<file path="src/tpdd_pkg.sv">
// shared types and constants of the throttle pulse dac drive
`default_nettype none

package tpdd_pkg;

  localparam int FULL_SCALE_DEFAULT = 180;
  localparam int CMD_DEPTH_DEFAULT  = 4;
  localparam int RES_DEPTH_DEFAULT  = 2;

  localparam int CFG_INDEX_W = 2;
  localparam logic [CFG_INDEX_W-1:0] CFG_MAX_VOLTAGE    = 2'd0;
  localparam logic [CFG_INDEX_W-1:0] CFG_CUTOFF_VOLTAGE = 2'd1;
  localparam logic [CFG_INDEX_W-1:0] CFG_PULSE_LENGTH   = 2'd2;

  localparam logic [7:0] MAX_VOLTAGE_RESET    = 8'd180;
  localparam logic [7:0] CUTOFF_VOLTAGE_RESET = 8'd40;
  localparam logic [7:0] PULSE_LENGTH_RESET   = 8'd75;

  localparam logic [1:0] MODE_SPEED = 2'd0;
  localparam logic [1:0] MODE_FRAME = 2'd1;
  localparam logic [1:0] MODE_DAC   = 2'd2;

  localparam logic [7:0] LEVEL_MAX      = 8'hFF;
  localparam logic [6:0] SPEED_MAX      = 7'd127;
  localparam logic [3:0] DAC_CMD_NIBBLE = 4'h3;

  localparam int DIV_BITS = 16;

  typedef enum logic [1:0] {
    K_SPEED,
    K_FRAME,
    K_DAC
  } kind_t;

  typedef enum logic [1:0] {
    D_KEEP,
    D_SET,
    D_CLR
  } dir_op_t;

  typedef struct packed {
    kind_t      kind;
    logic       channel;
    logic [6:0] speed;
    dir_op_t    dir_op;
  } cmd_t;

  typedef struct packed {
    logic [7:0] dac_byte;
    logic       dac_channel;
    logic       word_start;
    logic       relay_a;
    logic       relay_b;
  } res_t;

  typedef struct packed {
    logic [7:0] max_voltage;
    logic [7:0] cutoff_voltage;
    logic [7:0] pulse_length;
  } cfg_t;

endpackage

`default_nettype wire

</file>
<file path="src/throttle_pulse_dac_drive_core.sv">
// Two-channel analog throttle drive with boost pulses and a serial dac byte stream.
//
// Items go in through a queue port: an item transfers when push is high and full
// is low. mode 0 is a speed command, mode 1 a frame tick, mode 2 a dac tick;
// mode 3 is dropped. Only a dac tick yields a result, which waits in an output
// queue and transfers when pop is high and empty is low.
// Accepted items enter a four-entry command queue; the execution side handles
// them in order. Frame and dac ticks are handled in the cycle in which they
// leave that queue, and a dac tick's byte is then registered in the result
// queue before it reaches the result ports. A speed command runs at most six
// scalings: those by constants use a reciprocal multiply, the one by the cutoff
// voltage a shift-subtract divider. It holds the execution side until its last
// scaling is done; without a boost pulse it stops after the cutoff comparison.
// When nobody pops results the two-entry result queue fills, dac ticks wait at
// the head of the command queue, and full rises once that queue is full too.
// Registers are written through cfg_write, cfg_index and cfg_data, by the user
// only while idle (not enforced by the block); index 3 is ignored. Synchronous
// reset rst clears all channel state, empties both queues and loads the register defaults.
`default_nettype none

module throttle_pulse_dac_drive_core #(
  parameter int FULL_SCALE_DECIVOLTS = tpdd_pkg::FULL_SCALE_DEFAULT,
  parameter int CMD_DEPTH            = tpdd_pkg::CMD_DEPTH_DEFAULT,
  parameter int RES_DEPTH            = tpdd_pkg::RES_DEPTH_DEFAULT
) (
  input  logic                             clk,
  input  logic                             rst,
  input  logic                             push,
  output logic                             full,
  input  logic [1:0]                       mode,
  input  logic                             channel,
  input  logic [7:0]                       speed,
  input  logic [7:0]                       direction,
  output logic                             empty,
  input  logic                             pop,
  output logic [7:0]                       dac_byte,
  output logic                             dac_channel,
  output logic                             word_start,
  output logic                             relay_a,
  output logic                             relay_b,
  input  logic                             cfg_write,
  input  logic [tpdd_pkg::CFG_INDEX_W-1:0] cfg_index,
  input  logic [7:0]                       cfg_data
);

  import tpdd_pkg::*;

  cfg_t cfg;
  cmd_t cmd;
  res_t res;
  logic cmd_empty;
  logic cmd_pop;

  always_ff @(posedge clk) begin
    if (rst) begin
      cfg.max_voltage    <= MAX_VOLTAGE_RESET;
      cfg.cutoff_voltage <= CUTOFF_VOLTAGE_RESET;
      cfg.pulse_length   <= PULSE_LENGTH_RESET;
    end else if (cfg_write) begin
      case (cfg_index)
        CFG_MAX_VOLTAGE:    cfg.max_voltage    <= cfg_data;
        CFG_CUTOFF_VOLTAGE: cfg.cutoff_voltage <= cfg_data;
        CFG_PULSE_LENGTH:   cfg.pulse_length   <= cfg_data;
        default:            cfg <= cfg;
      endcase
    end
  end

  tpdd_front #(
    .CMD_DEPTH(CMD_DEPTH)
  ) u_front (
    .clk      (clk),
    .rst      (rst),
    .push     (push),
    .full     (full),
    .mode     (mode),
    .channel  (channel),
    .speed    (speed),
    .direction(direction),
    .cmd_empty(cmd_empty),
    .cmd_pop  (cmd_pop),
    .cmd      (cmd)
  );

  tpdd_back #(
    .FULL_SCALE_DECIVOLTS(FULL_SCALE_DECIVOLTS),
    .RES_DEPTH           (RES_DEPTH)
  ) u_back (
    .clk      (clk),
    .rst      (rst),
    .cfg      (cfg),
    .cmd_empty(cmd_empty),
    .cmd_pop  (cmd_pop),
    .cmd      (cmd),
    .res_empty(empty),
    .res_pop  (pop),
    .res      (res)
  );

  assign dac_byte    = res.dac_byte;
  assign dac_channel = res.dac_channel;
  assign word_start  = res.word_start;
  assign relay_a     = res.relay_a;
  assign relay_b     = res.relay_b;

endmodule

`default_nettype wire

</file>
<file path="src/tpdd_fifo.sv">
// small register based first-in first-out queue
`default_nettype none

module tpdd_fifo #(
  parameter int WIDTH = 8,
  parameter int DEPTH = 2
) (
  input  logic             clk,
  input  logic             rst,
  input  logic             push,
  input  logic [WIDTH-1:0] din,
  output logic             full,
  input  logic             pop,
  output logic [WIDTH-1:0] dout,
  output logic             empty
);

  localparam int PW = (DEPTH > 1) ? $clog2(DEPTH) : 1;
  localparam int CW = $clog2(DEPTH + 1);

  logic [WIDTH-1:0] mem [DEPTH];
  logic [PW-1:0]    wr_ptr;
  logic [PW-1:0]    rd_ptr;
  logic [CW-1:0]    count;
  logic             do_push;
  logic             do_pop;

  assign full    = (count == CW'(DEPTH));
  assign empty   = (count == '0);
  assign do_push = push && !full;
  assign do_pop  = pop && !empty;
  assign dout    = mem[rd_ptr];

  always_ff @(posedge clk) begin
    if (do_push) begin
      mem[wr_ptr] <= din;
    end
  end

  always_ff @(posedge clk) begin
    if (rst) begin
      wr_ptr <= '0;
      rd_ptr <= '0;
      count  <= '0;
    end else begin
      if (do_push) begin
        wr_ptr <= (wr_ptr == PW'(DEPTH - 1)) ? '0 : wr_ptr + 1'b1;
      end
      if (do_pop) begin
        rd_ptr <= (rd_ptr == PW'(DEPTH - 1)) ? '0 : rd_ptr + 1'b1;
      end
      case ({do_push, do_pop})
        2'b10:   count <= count + 1'b1;
        2'b01:   count <= count - 1'b1;
        default: count <= count;
      endcase
    end
  end

endmodule

`default_nettype wire

</file>
<file path="src/tpdd_div.sv">
// restoring divider, one quotient bit per cycle
`default_nettype none

module tpdd_div (
  input  logic        clk,
  input  logic        rst,
  input  logic        start,
  input  logic [15:0] dividend,
  input  logic [7:0]  divisor,
  output logic        busy,
  output logic        done,
  output logic [15:0] quotient
);

  import tpdd_pkg::*;

  localparam int CNT_W = $clog2(DIV_BITS);

  logic [15:0]      dvd;
  logic [7:0]       rem;
  logic [7:0]       dvsr;
  logic [CNT_W-1:0] cnt;
  logic [8:0]       trial;
  logic             ge;

  assign trial    = {rem, dvd[15]};
  assign ge       = (trial >= {1'b0, dvsr});
  assign quotient = dvd;

  always_ff @(posedge clk) begin
    if (rst) begin
      busy <= 1'b0;
      done <= 1'b0;
      cnt  <= '0;
      dvd  <= '0;
      rem  <= '0;
      dvsr <= '0;
    end else begin
      done <= 1'b0;
      if (start) begin
        dvd  <= dividend;
        dvsr <= divisor;
        rem  <= '0;
        cnt  <= '0;
        busy <= 1'b1;
      end else if (busy) begin
        // quotient bits shift in where dividend bits leave
        rem <= ge ? 8'(trial - {1'b0, dvsr}) : trial[7:0];
        dvd <= {dvd[14:0], ge};
        cnt <= cnt + 1'b1;
        if (cnt == CNT_W'(DIV_BITS - 1)) begin
          busy <= 1'b0;
          done <= 1'b1;
        end
      end
    end
  end

endmodule

`default_nettype wire

</file>
<file path="src/tpdd_front.sv">
// input side: decodes items and queues them as commands
`default_nettype none

module tpdd_front #(
  parameter int CMD_DEPTH = tpdd_pkg::CMD_DEPTH_DEFAULT
) (
  input  logic            clk,
  input  logic            rst,
  input  logic            push,
  output logic            full,
  input  logic [1:0]      mode,
  input  logic            channel,
  input  logic [7:0]      speed,
  input  logic [7:0]      direction,
  output logic            cmd_empty,
  input  logic            cmd_pop,
  output tpdd_pkg::cmd_t  cmd
);

  import tpdd_pkg::*;

  cmd_t                   cmd_in;
  logic                   known;
  logic [$bits(cmd_t)-1:0] q_dout;

  always_comb begin
    cmd_in         = '0;
    known          = 1'b1;
    cmd_in.channel = channel;
    case (mode)
      MODE_SPEED: cmd_in.kind = K_SPEED;
      MODE_FRAME: cmd_in.kind = K_FRAME;
      MODE_DAC:   cmd_in.kind = K_DAC;
      default: begin
        cmd_in.kind = K_FRAME;
        known       = 1'b0;
      end
    endcase
    // stop forces zero speed and keeps the relay
    if (direction == 8'd0) begin
      cmd_in.speed  = '0;
      cmd_in.dir_op = D_KEEP;
    end else begin
      cmd_in.speed = (speed > {1'b0, SPEED_MAX}) ? SPEED_MAX : speed[6:0];
      if (direction[0]) begin
        cmd_in.dir_op = D_SET;
      end else if (direction[1]) begin
        cmd_in.dir_op = D_CLR;
      end else begin
        cmd_in.dir_op = D_KEEP;
      end
    end
  end

  tpdd_fifo #(
    .WIDTH($bits(cmd_t)),
    .DEPTH(CMD_DEPTH)
  ) u_cmd_q (
    .clk  (clk),
    .rst  (rst),
    .push (push && known),
    .din  (cmd_in),
    .full (full),
    .pop  (cmd_pop),
    .dout (q_dout),
    .empty(cmd_empty)
  );

  assign cmd = cmd_t'(q_dout);

endmodule

`default_nettype wire

</file>
<file path="src/tpdd_back.sv">
// execution side: channel state, speed arithmetic, dac stream and result queue
`default_nettype none

module tpdd_back #(
  parameter int FULL_SCALE_DECIVOLTS = tpdd_pkg::FULL_SCALE_DEFAULT,
  parameter int RES_DEPTH            = tpdd_pkg::RES_DEPTH_DEFAULT
) (
  input  logic           clk,
  input  logic           rst,
  input  tpdd_pkg::cfg_t cfg,
  input  logic           cmd_empty,
  output logic           cmd_pop,
  input  tpdd_pkg::cmd_t cmd,
  output logic           res_empty,
  input  logic           res_pop,
  output tpdd_pkg::res_t res
);

  import tpdd_pkg::*;

  localparam logic [7:0] FULL8 = 8'(FULL_SCALE_DECIVOLTS);

  // dividends stay below 2^16 and divisors below 2^8, so a 24-bit shift is exact
  localparam int RCP_SHIFT = 24;
  localparam logic [24:0] RCP_FULL  =
    25'(((1 << RCP_SHIFT) + FULL_SCALE_DECIVOLTS - 1) / FULL_SCALE_DECIVOLTS);
  localparam logic [24:0] RCP_SPEED =
    25'(((1 << RCP_SHIFT) + int'(SPEED_MAX) - 1) / int'(SPEED_MAX));
  localparam logic [24:0] RCP_LEVEL =
    25'(((1 << RCP_SHIFT) + int'(LEVEL_MAX) - 1) / int'(LEVEL_MAX));

  typedef enum logic [1:0] {
    S_IDLE,
    S_MUL,
    S_DIVGO,
    S_WAIT
  } state_t;

  typedef enum logic [2:0] {
    ST_TOP,
    ST_BASE,
    ST_CUT,
    ST_VOUT,
    ST_PV,
    ST_PL
  } step_t;

  state_t     state;
  step_t      step;

  logic [7:0] base_level      [2];
  logic [7:0] pulse_level     [2];
  logic [7:0] pulse_len_set   [2];
  logic [7:0] pulse_countdown [2];
  logic [1:0] dac_phase;
  logic [7:0] held_level;
  logic [1:0] relay_bits;

  logic       ch;
  logic [6:0] spd;
  logic [7:0] top;
  logic [7:0] base;
  logic [7:0] vout;
  logic [7:0] vp;
  logic [15:0] prod;
  logic [15:0] qr;

  logic [7:0] vmax;
  logic       diff_neg;
  logic [7:0] diff_mag;
  logic [7:0] mul_a;
  logic [7:0] mul_b;
  logic [24:0] rcp;
  logic [40:0] rcp_prod;

  logic        div_start;
  logic        div_busy;
  logic        div_done;
  logic [15:0] div_q;
  logic [15:0] q;
  logic        q_ready;
  logic [7:0]  q_sat;
  logic [16:0] vp_sum;
  logic [7:0]  vp_clamped;

  logic       cmd_valid;
  logic       res_full;
  logic       res_push;
  res_t       res_in;
  logic       dch;
  logic       first;
  logic [7:0] lvl_sel;

  assign vmax     = (cfg.max_voltage > FULL8) ? FULL8 : cfg.max_voltage;
  assign diff_neg = (cfg.cutoff_voltage < vmax);
  assign diff_mag = diff_neg ? 8'(vmax - cfg.cutoff_voltage)
                             : 8'(cfg.cutoff_voltage - vmax);

  always_comb begin
    case (step)
      ST_TOP:  begin mul_a = LEVEL_MAX; mul_b = vmax;               rcp = RCP_FULL;  end
      ST_BASE: begin mul_a = top;       mul_b = {1'b0, spd};        rcp = RCP_SPEED; end
      ST_CUT:  begin mul_a = LEVEL_MAX; mul_b = cfg.cutoff_voltage; rcp = RCP_FULL;  end
      ST_VOUT: begin mul_a = base;      mul_b = FULL8;              rcp = RCP_LEVEL; end
      ST_PV:   begin mul_a = vout;      mul_b = diff_mag;           rcp = RCP_FULL;  end
      ST_PL:   begin mul_a = LEVEL_MAX; mul_b = vp;                 rcp = RCP_FULL;  end
      default: begin mul_a = '0;        mul_b = '0;                 rcp = RCP_FULL;  end
    endcase
  end

  // constant divisors by reciprocal multiply, only the cutoff goes through the divider
  assign rcp_prod = {25'b0, prod} * {16'b0, rcp};
  assign q        = (step == ST_PV) ? div_q : qr;
  assign q_ready  = (step == ST_PV) ? div_done : 1'b1;

  assign q_sat  = (q > {8'b0, LEVEL_MAX}) ? LEVEL_MAX : q[7:0];
  assign vp_sum = {1'b0, q} + {9'b0, vmax};

  // pulse voltage clamped to one byte, quotient truncated toward zero
  always_comb begin
    if (diff_neg) begin
      vp_clamped = (q > {8'b0, vmax}) ? 8'd0 : 8'(vmax - q[7:0]);
    end else begin
      vp_clamped = (vp_sum > 17'(LEVEL_MAX)) ? LEVEL_MAX : vp_sum[7:0];
    end
  end

  assign div_start = (state == S_DIVGO) && (step == ST_PV);

  tpdd_div u_div (
    .clk     (clk),
    .rst     (rst),
    .start   (div_start),
    .dividend(prod),
    .divisor (cfg.cutoff_voltage),
    .busy    (div_busy),
    .done    (div_done),
    .quotient(div_q)
  );

  // dac tick result
  assign dch     = dac_phase[1];
  assign first   = !dac_phase[0];
  assign lvl_sel = (pulse_countdown[dch] != 8'd0) ? pulse_level[dch] : base_level[dch];

  always_comb begin
    res_in.dac_byte    = first ? {DAC_CMD_NIBBLE, lvl_sel[7:4]} : {held_level[3:0], 4'h0};
    res_in.dac_channel = dch;
    res_in.word_start  = first;
    res_in.relay_a     = relay_bits[0];
    res_in.relay_b     = relay_bits[1];
  end

  assign cmd_valid = !cmd_empty;
  assign cmd_pop   = (state == S_IDLE) && cmd_valid && !((cmd.kind == K_DAC) && res_full);
  assign res_push  = cmd_pop && (cmd.kind == K_DAC);

  always_ff @(posedge clk) begin
    if (rst) begin
      state      <= S_IDLE;
      step       <= ST_TOP;
      for (int i = 0; i < 2; i++) begin
        base_level[i]      <= '0;
        pulse_level[i]     <= '0;
        pulse_len_set[i]   <= '0;
        pulse_countdown[i] <= '0;
      end
      dac_phase  <= '0;
      held_level <= '0;
      relay_bits <= '0;
      ch         <= 1'b0;
      spd        <= '0;
      top        <= '0;
      base       <= '0;
      vout       <= '0;
      vp         <= '0;
      prod       <= '0;
      qr         <= '0;
    end else begin
      case (state)
        S_IDLE: begin
          if (cmd_pop) begin
            case (cmd.kind)
              K_SPEED: begin
                case (cmd.dir_op)
                  D_SET:   relay_bits[cmd.channel] <= 1'b1;
                  D_CLR:   relay_bits[cmd.channel] <= 1'b0;
                  default: relay_bits <= relay_bits;
                endcase
                ch    <= cmd.channel;
                spd   <= cmd.speed;
                step  <= ST_TOP;
                state <= S_MUL;
              end
              K_FRAME: begin
                for (int i = 0; i < 2; i++) begin
                  if (pulse_level[i] != 8'd0 && pulse_len_set[i] != 8'd0) begin
                    pulse_countdown[i] <= pulse_len_set[i];
                  end
                end
              end
              K_DAC: begin
                if (first) begin
                  held_level <= lvl_sel;
                end
                dac_phase <= dac_phase + 1'b1;
                for (int i = 0; i < 2; i++) begin
                  if (pulse_countdown[i] != 8'd0) begin
                    pulse_countdown[i] <= pulse_countdown[i] - 1'b1;
                  end
                end
              end
              default: state <= S_IDLE;
            endcase
          end
        end
        S_MUL: begin
          prod  <= {8'b0, mul_a} * {8'b0, mul_b};
          state <= S_DIVGO;
        end
        S_DIVGO: begin
          qr    <= rcp_prod[RCP_SHIFT+15:RCP_SHIFT];
          state <= S_WAIT;
        end
        S_WAIT: begin
          if (q_ready) begin
            state <= S_MUL;
            case (step)
              ST_TOP: begin
                top  <= q[7:0];
                step <= ST_BASE;
              end
              ST_BASE: begin
                base           <= q[7:0];
                base_level[ch] <= q[7:0];
                step           <= ST_CUT;
              end
              ST_CUT: begin
                if (base != 8'd0 && base < q_sat && cfg.cutoff_voltage != 8'd0) begin
                  step <= ST_VOUT;
                end else begin
                  pulse_level[ch]   <= '0;
                  pulse_len_set[ch] <= '0;
                  state             <= S_IDLE;
                end
              end
              ST_VOUT: begin
                vout <= q[7:0];
                step <= ST_PV;
              end
              ST_PV: begin
                vp   <= vp_clamped;
                step <= ST_PL;
              end
              ST_PL: begin
                pulse_level[ch]   <= q_sat;
                pulse_len_set[ch] <= cfg.pulse_length;
                state             <= S_IDLE;
              end
              default: state <= S_IDLE;
            endcase
          end
        end
        default: state <= S_IDLE;
      endcase
    end
  end

  tpdd_fifo #(
    .WIDTH($bits(res_t)),
    .DEPTH(RES_DEPTH)
  ) u_res_q (
    .clk  (clk),
    .rst  (rst),
    .push (res_push),
    .din  (res_in),
    .full (res_full),
    .pop  (res_pop),
    .dout (res),
    .empty(res_empty)
  );

  a_push_has_room: assert property (@(posedge clk) disable iff (rst)
    res_push |-> !res_full)
    else $error("result pushed into a full queue");

  a_speed_starts_math: assert property (@(posedge clk) disable iff (rst)
    (cmd_pop && cmd.kind == K_SPEED) |=> (state == S_MUL && step == ST_TOP))
    else $error("speed command did not start its arithmetic");

  a_div_free_on_start: assert property (@(posedge clk) disable iff (rst)
    div_start |-> !div_busy)
    else $error("divider started while busy");

  a_done_while_waiting: assert property (@(posedge clk) disable iff (rst)
    div_done |-> state == S_WAIT)
    else $error("divider finished outside the wait state");

  a_no_pop_while_busy: assert property (@(posedge clk) disable iff (rst)
    (state != S_IDLE) |-> !cmd_pop)
    else $error("command taken during arithmetic");

endmodule

`default_nettype wire

</file>
<file path="config.mk">
export PLATFORM = sky130hd
export DESIGN_NAME = throttle_pulse_dac_drive_core
export DESIGN_NICKNAME = d
export VERILOG_FILES = /design/src/tpdd_pkg.sv /design/src/throttle_pulse_dac_drive_core.sv /design/src/tpdd_fifo.sv /design/src/tpdd_div.sv /design/src/tpdd_front.sv /design/src/tpdd_back.sv
export SDC_FILE = /design/constraint.sdc
export NUM_CORES = 1
export LEC_CHECK = 0
export BUFFER_PORTS_ARGS = -buffer_cell sky130_fd_sc_hd__buf_2
export CAP_MARGIN = 10
export CORE_ASPECT_RATIO = 0.6
export CORE_MARGIN = 3
export CORE_UTILIZATION = 28
export DETAILED_ROUTE_END_ITERATION = 8
export GPL_ROUTABILITY_DRIVEN = 0
export PLACE_DENSITY = 0.47
export SLEW_MARGIN = 20
export SYNTH_ARGS = -nofsm -noshare
export SYNTH_HDL_FRONTEND = slang
export SYNTH_SLANG_ARGS = --single-unit
</file>
<file path="constraint.sdc">
create_clock -name clk -period 23.7 [get_ports clk]
set_input_delay 0 -clock clk [delete_from_list [all_inputs] [get_ports clk]]
set_output_delay 0 -clock clk [all_outputs]
set_load 0.005 [all_outputs]
</file>
==> reports/metrics.yaml <==
cts_tree: "done"
timing.max_slew.rel_slack: 0.291
mappedNetlistArea_mm2: 0.0232
post_synthesis_net_count: 2879
sequential_to_total_area_share_from_yosys_stat: 0.310
pwr-share-comb: 0.483
placedCellCount: 3460
fin_crit_sh: 0.388
post_layout_nonfiller_instances: 3548
cp_max_fo: 22
crit_type: "flip-flop to flip-flop"
grt_pass1_vias: 17400
cp_data_required_time_ns: 24.13
vias: 17200
final_nets: 2930
insertion_delay_ns: 0.56
critical_path.max_stage_delay_ns: 0.83
port_buffers: 47
worst_pin_slew_ns: 1.06
ios: 48
run_status: "completed"
totalWireLength_um: 66900
worst_ep_arrival_time_ns: 9.62
synth_area_per_cell_um2: 9.70
floorplan.rows: 81
post_cts_repair_setup_buffers: 0
layout.cells.most_common: "inv_1"
netlist_instances: 2394
ir_drop_mv: 0.0468
drt.antenna.violating_nets: 0
cts-buffers-inserted: 28
critPathLaunchType: "flip-flop"
cts_root_buffer: "clkbuf_16"
grt-ovfl-total: 0
clock_transition_at_the_registers_of_the_reported_paths_ns: 0.07
cp-end-kind: "flip-flop"
fp.dieArea_mm2: 0.0865
synth_cell_types: 64
timing.final.hold_violations: 0
drt_pre_antenna_iters: 5
timing.final.setup_violations: 0
clkPwrFrac: 0.209
total_leakage_power_nw: 11.7
hp-class: "primary input to flip-flop"
synth.ff_latch_count: 292
grt_start_max_net_pins: 73
worst_clock_skew_ns: 0.00943
seq_power_share: 0.308
htreeDepth: 1
drt_iter0_markers: 1425
reg2reg_slack_ns: 14.51
post-route-min-period_ns: 9.19
cts_buffer_depth: 3
syn2layout_area_growth_pct: 11.6
fin_tns_setup_ns: 0
synth_edf_count: 136
post_drt_via_cell_ratio: 4.85
synth-async-reset-ratio: 0
rsz0062_at_grt: "no"
cellPowerDensity_mw_per_mm2: 81.7
die_w_um: 378
remaining_drc_errors: 0
routed_wire_length_per_instance_um: 18.9
switchingPower_mw: 0.864
max_freq_mhz: 109
drv_slew: 0
postSynth.topFlopCell: "dfxtp_1"
most-common-layout-cells: "317 x inv_1, 284 x ha_1, 273 x nor2_1, 167 x fa_1, 155 x dfxtp_1"
core_mm2: 0.0818
drv_cap: 0
initial_core_util: 0.284
floorplan.die.height_um: 229
switching_fraction: 0.408
final.fill_count: 8422
power.internal_mw: 1.25
synth_warnings: 0
critical_path.slowest_cell: "a221oi_1"
place_hpwl_um: 52900
numClockSinks: 292
grt_pass1_wl_um: 104000
grt_antenna_before_repair: 1
post_route_cells_drive_above_1_share: 0.0742
grtUsageTotal: 0.155
[Yosys cell counts, types with 3 or more instances]
library cell	count	area (um2)
or2_2	16	100
inv_1	318	1190
xor2_1	25	219
o21bai_1	6	45.0
buf_2	4	20.0
o21a_1	18	135
mux2i_1	63	631
clkbuf_1	72	270
a21o_1	6	45.0
a211o_1	11	96.3
o31a_1	3	26.3
mux2_2	18	203
mux4_2	20	450
a21oi_1	102	510
a31oi_1	13	81.3
nor3_1	22	110
o2111ai_1	4	35.0
and3_1	37	231
a211oi_1	59	443
nor2_1	274	1030
a221oi_1	8	70.1
nand4_1	7	43.8
dfxtp_1	156	3120
nand2b_1	25	156
nand3b_1	7	52.6
nand2_1	145	544
nor3b_1	6	45.0
o31ai_1	8	60.1
nand3_1	21	105
o22ai_1	14	87.6
o211ai_1	4	30.0
nor4_1	21	131
nor2b_1	51	319
or3_1	11	68.8
ha_1	284	3550
fa_1	167	3340
o21ai_0	91	455
and2_1	48	300
or3b_1	3	26.3
edfxtp_1	136	4080
a311oi_1	4	35.0
buf_1	12	45.0
a22oi_1	3	22.5
xnor2_1	41	359
[final cells by class]
| type | count | area, um2 | share of cell area |
|---|---|---|---|
| antenna | 2 | 5.00 | 0.000193 |
| clock buffer | 41 | 782 | 0.0302 |
| clock inverter | 11 | 88.8 | 0.00343 |
| inverter | 318 | 1190 | 0.0461 |
| multi-input combinational | 1696 | 14500 | 0.560 |
| sequential | 292 | 7210 | 0.278 |
| tap | 1079 | 1350 | 0.0521 |
| timing repair buffer | 109 | 781 | 0.0301 |
[worst max-delay path: cells and delay by family (launching register included)]
family | cells | cell delay (ns)
compound gates | 12 | 3.67
fa+ha+maj | 6 | 2.73
simple gates | 7 | 1.88
flops | 1 | 0.34
buf+inv | 4 | 0.30
xor+xnor | 1 | 0.16
[cell families (layout without fill, tap and decap cells)]
| family | after synthesis | in the layout | synth area share |
|---|---|---|---|
| multiplexers | 101 | 101 | 0.0553 |
| XOR/XNOR | 66 | 66 | 0.0249 |
| AND/OR/NAND/NOR | 700 | 700 | 0.143 |
| adder cells (fa/ha/maj) | 451 | 451 | 0.297 |
| flip-flops | 292 | 292 | 0.310 |
| buffers and inverters | 406 | 479 | 0.0659 |
| AO/OA/AOI/OAI | 378 | 378 | 0.104 |
| other | 0 | 2 | 0 |
[worst paths after layout]
check / to / from / depth (start not counted)
hold reg to reg: u_back.u_div.dvsr[4] / u_back.u_div.dvsr[4] / 2
setup / recovery: u_back.prod[15] / cfg[16] / 30
hold / removal: u_front.u_cmd_q.mem[2][8] / direction[6] / 4
setup reg to reg: u_back.prod[15] / cfg[16] / 30
[layer usage]
layer,GRT usage,routed length (um),up-vias
met4,0.0156,585,0
met1,0.261,36600,8452
met5,0,0,-
met3,0.0368,5560,43
li1,-,-,8240
met2,0.197,24200,479
[power groups by stage]
stage	Sequential, mW	Combinational [mW]	Clock, mW
finish	0.653	1.02	0.442
global placement	0.663	1.00	0
global route	0.662	1.18	0.475
detailed placement	0.664	1.01	0
CTS	0.654	1.04	0.452
floorplan	0.622	0.756	0
[sequential cells by signal, summed over array words and instances, names as in the netlist, 10 cells and up, named ones only]
signal / count
u_back.base_level: 16
u_front.u_cmd_q.mem: 48
u_back.pulse_len_set: 16
u_back.u_res_q.mem: 24
u_back.prod: 16
u_back.pulse_level: 16
u_back.pulse_countdown: 16
cfg: 24
u_back.u_div.quotient: 16
u_back.qr: 10
[what timing repair did]
action	CTS	global route
hold buffers	33	0
endpoints found under the hold margin	100	0
gates resized for setup	0	0
[metrics by stage]
stage	util	instance area [um2]	hold WS [ns]	power [mW]	setup WS, ns
3_3_place_gp	0.302	24700	0.217	1.67	14.47
4_1_cts	0.317	25900	0.119	2.14	14.62
3_5_place_dp	0.302	24700	0.224	1.68	14.65
5_1_grt	0.317	25900	0.181	2.32	13.95
6_report	0.317	25900	0.155	2.12	14.51
2_1_floorplan	-	23200	0.0989	1.38	15.98
No activity file was read; power rests on OpenSTA's default activity.
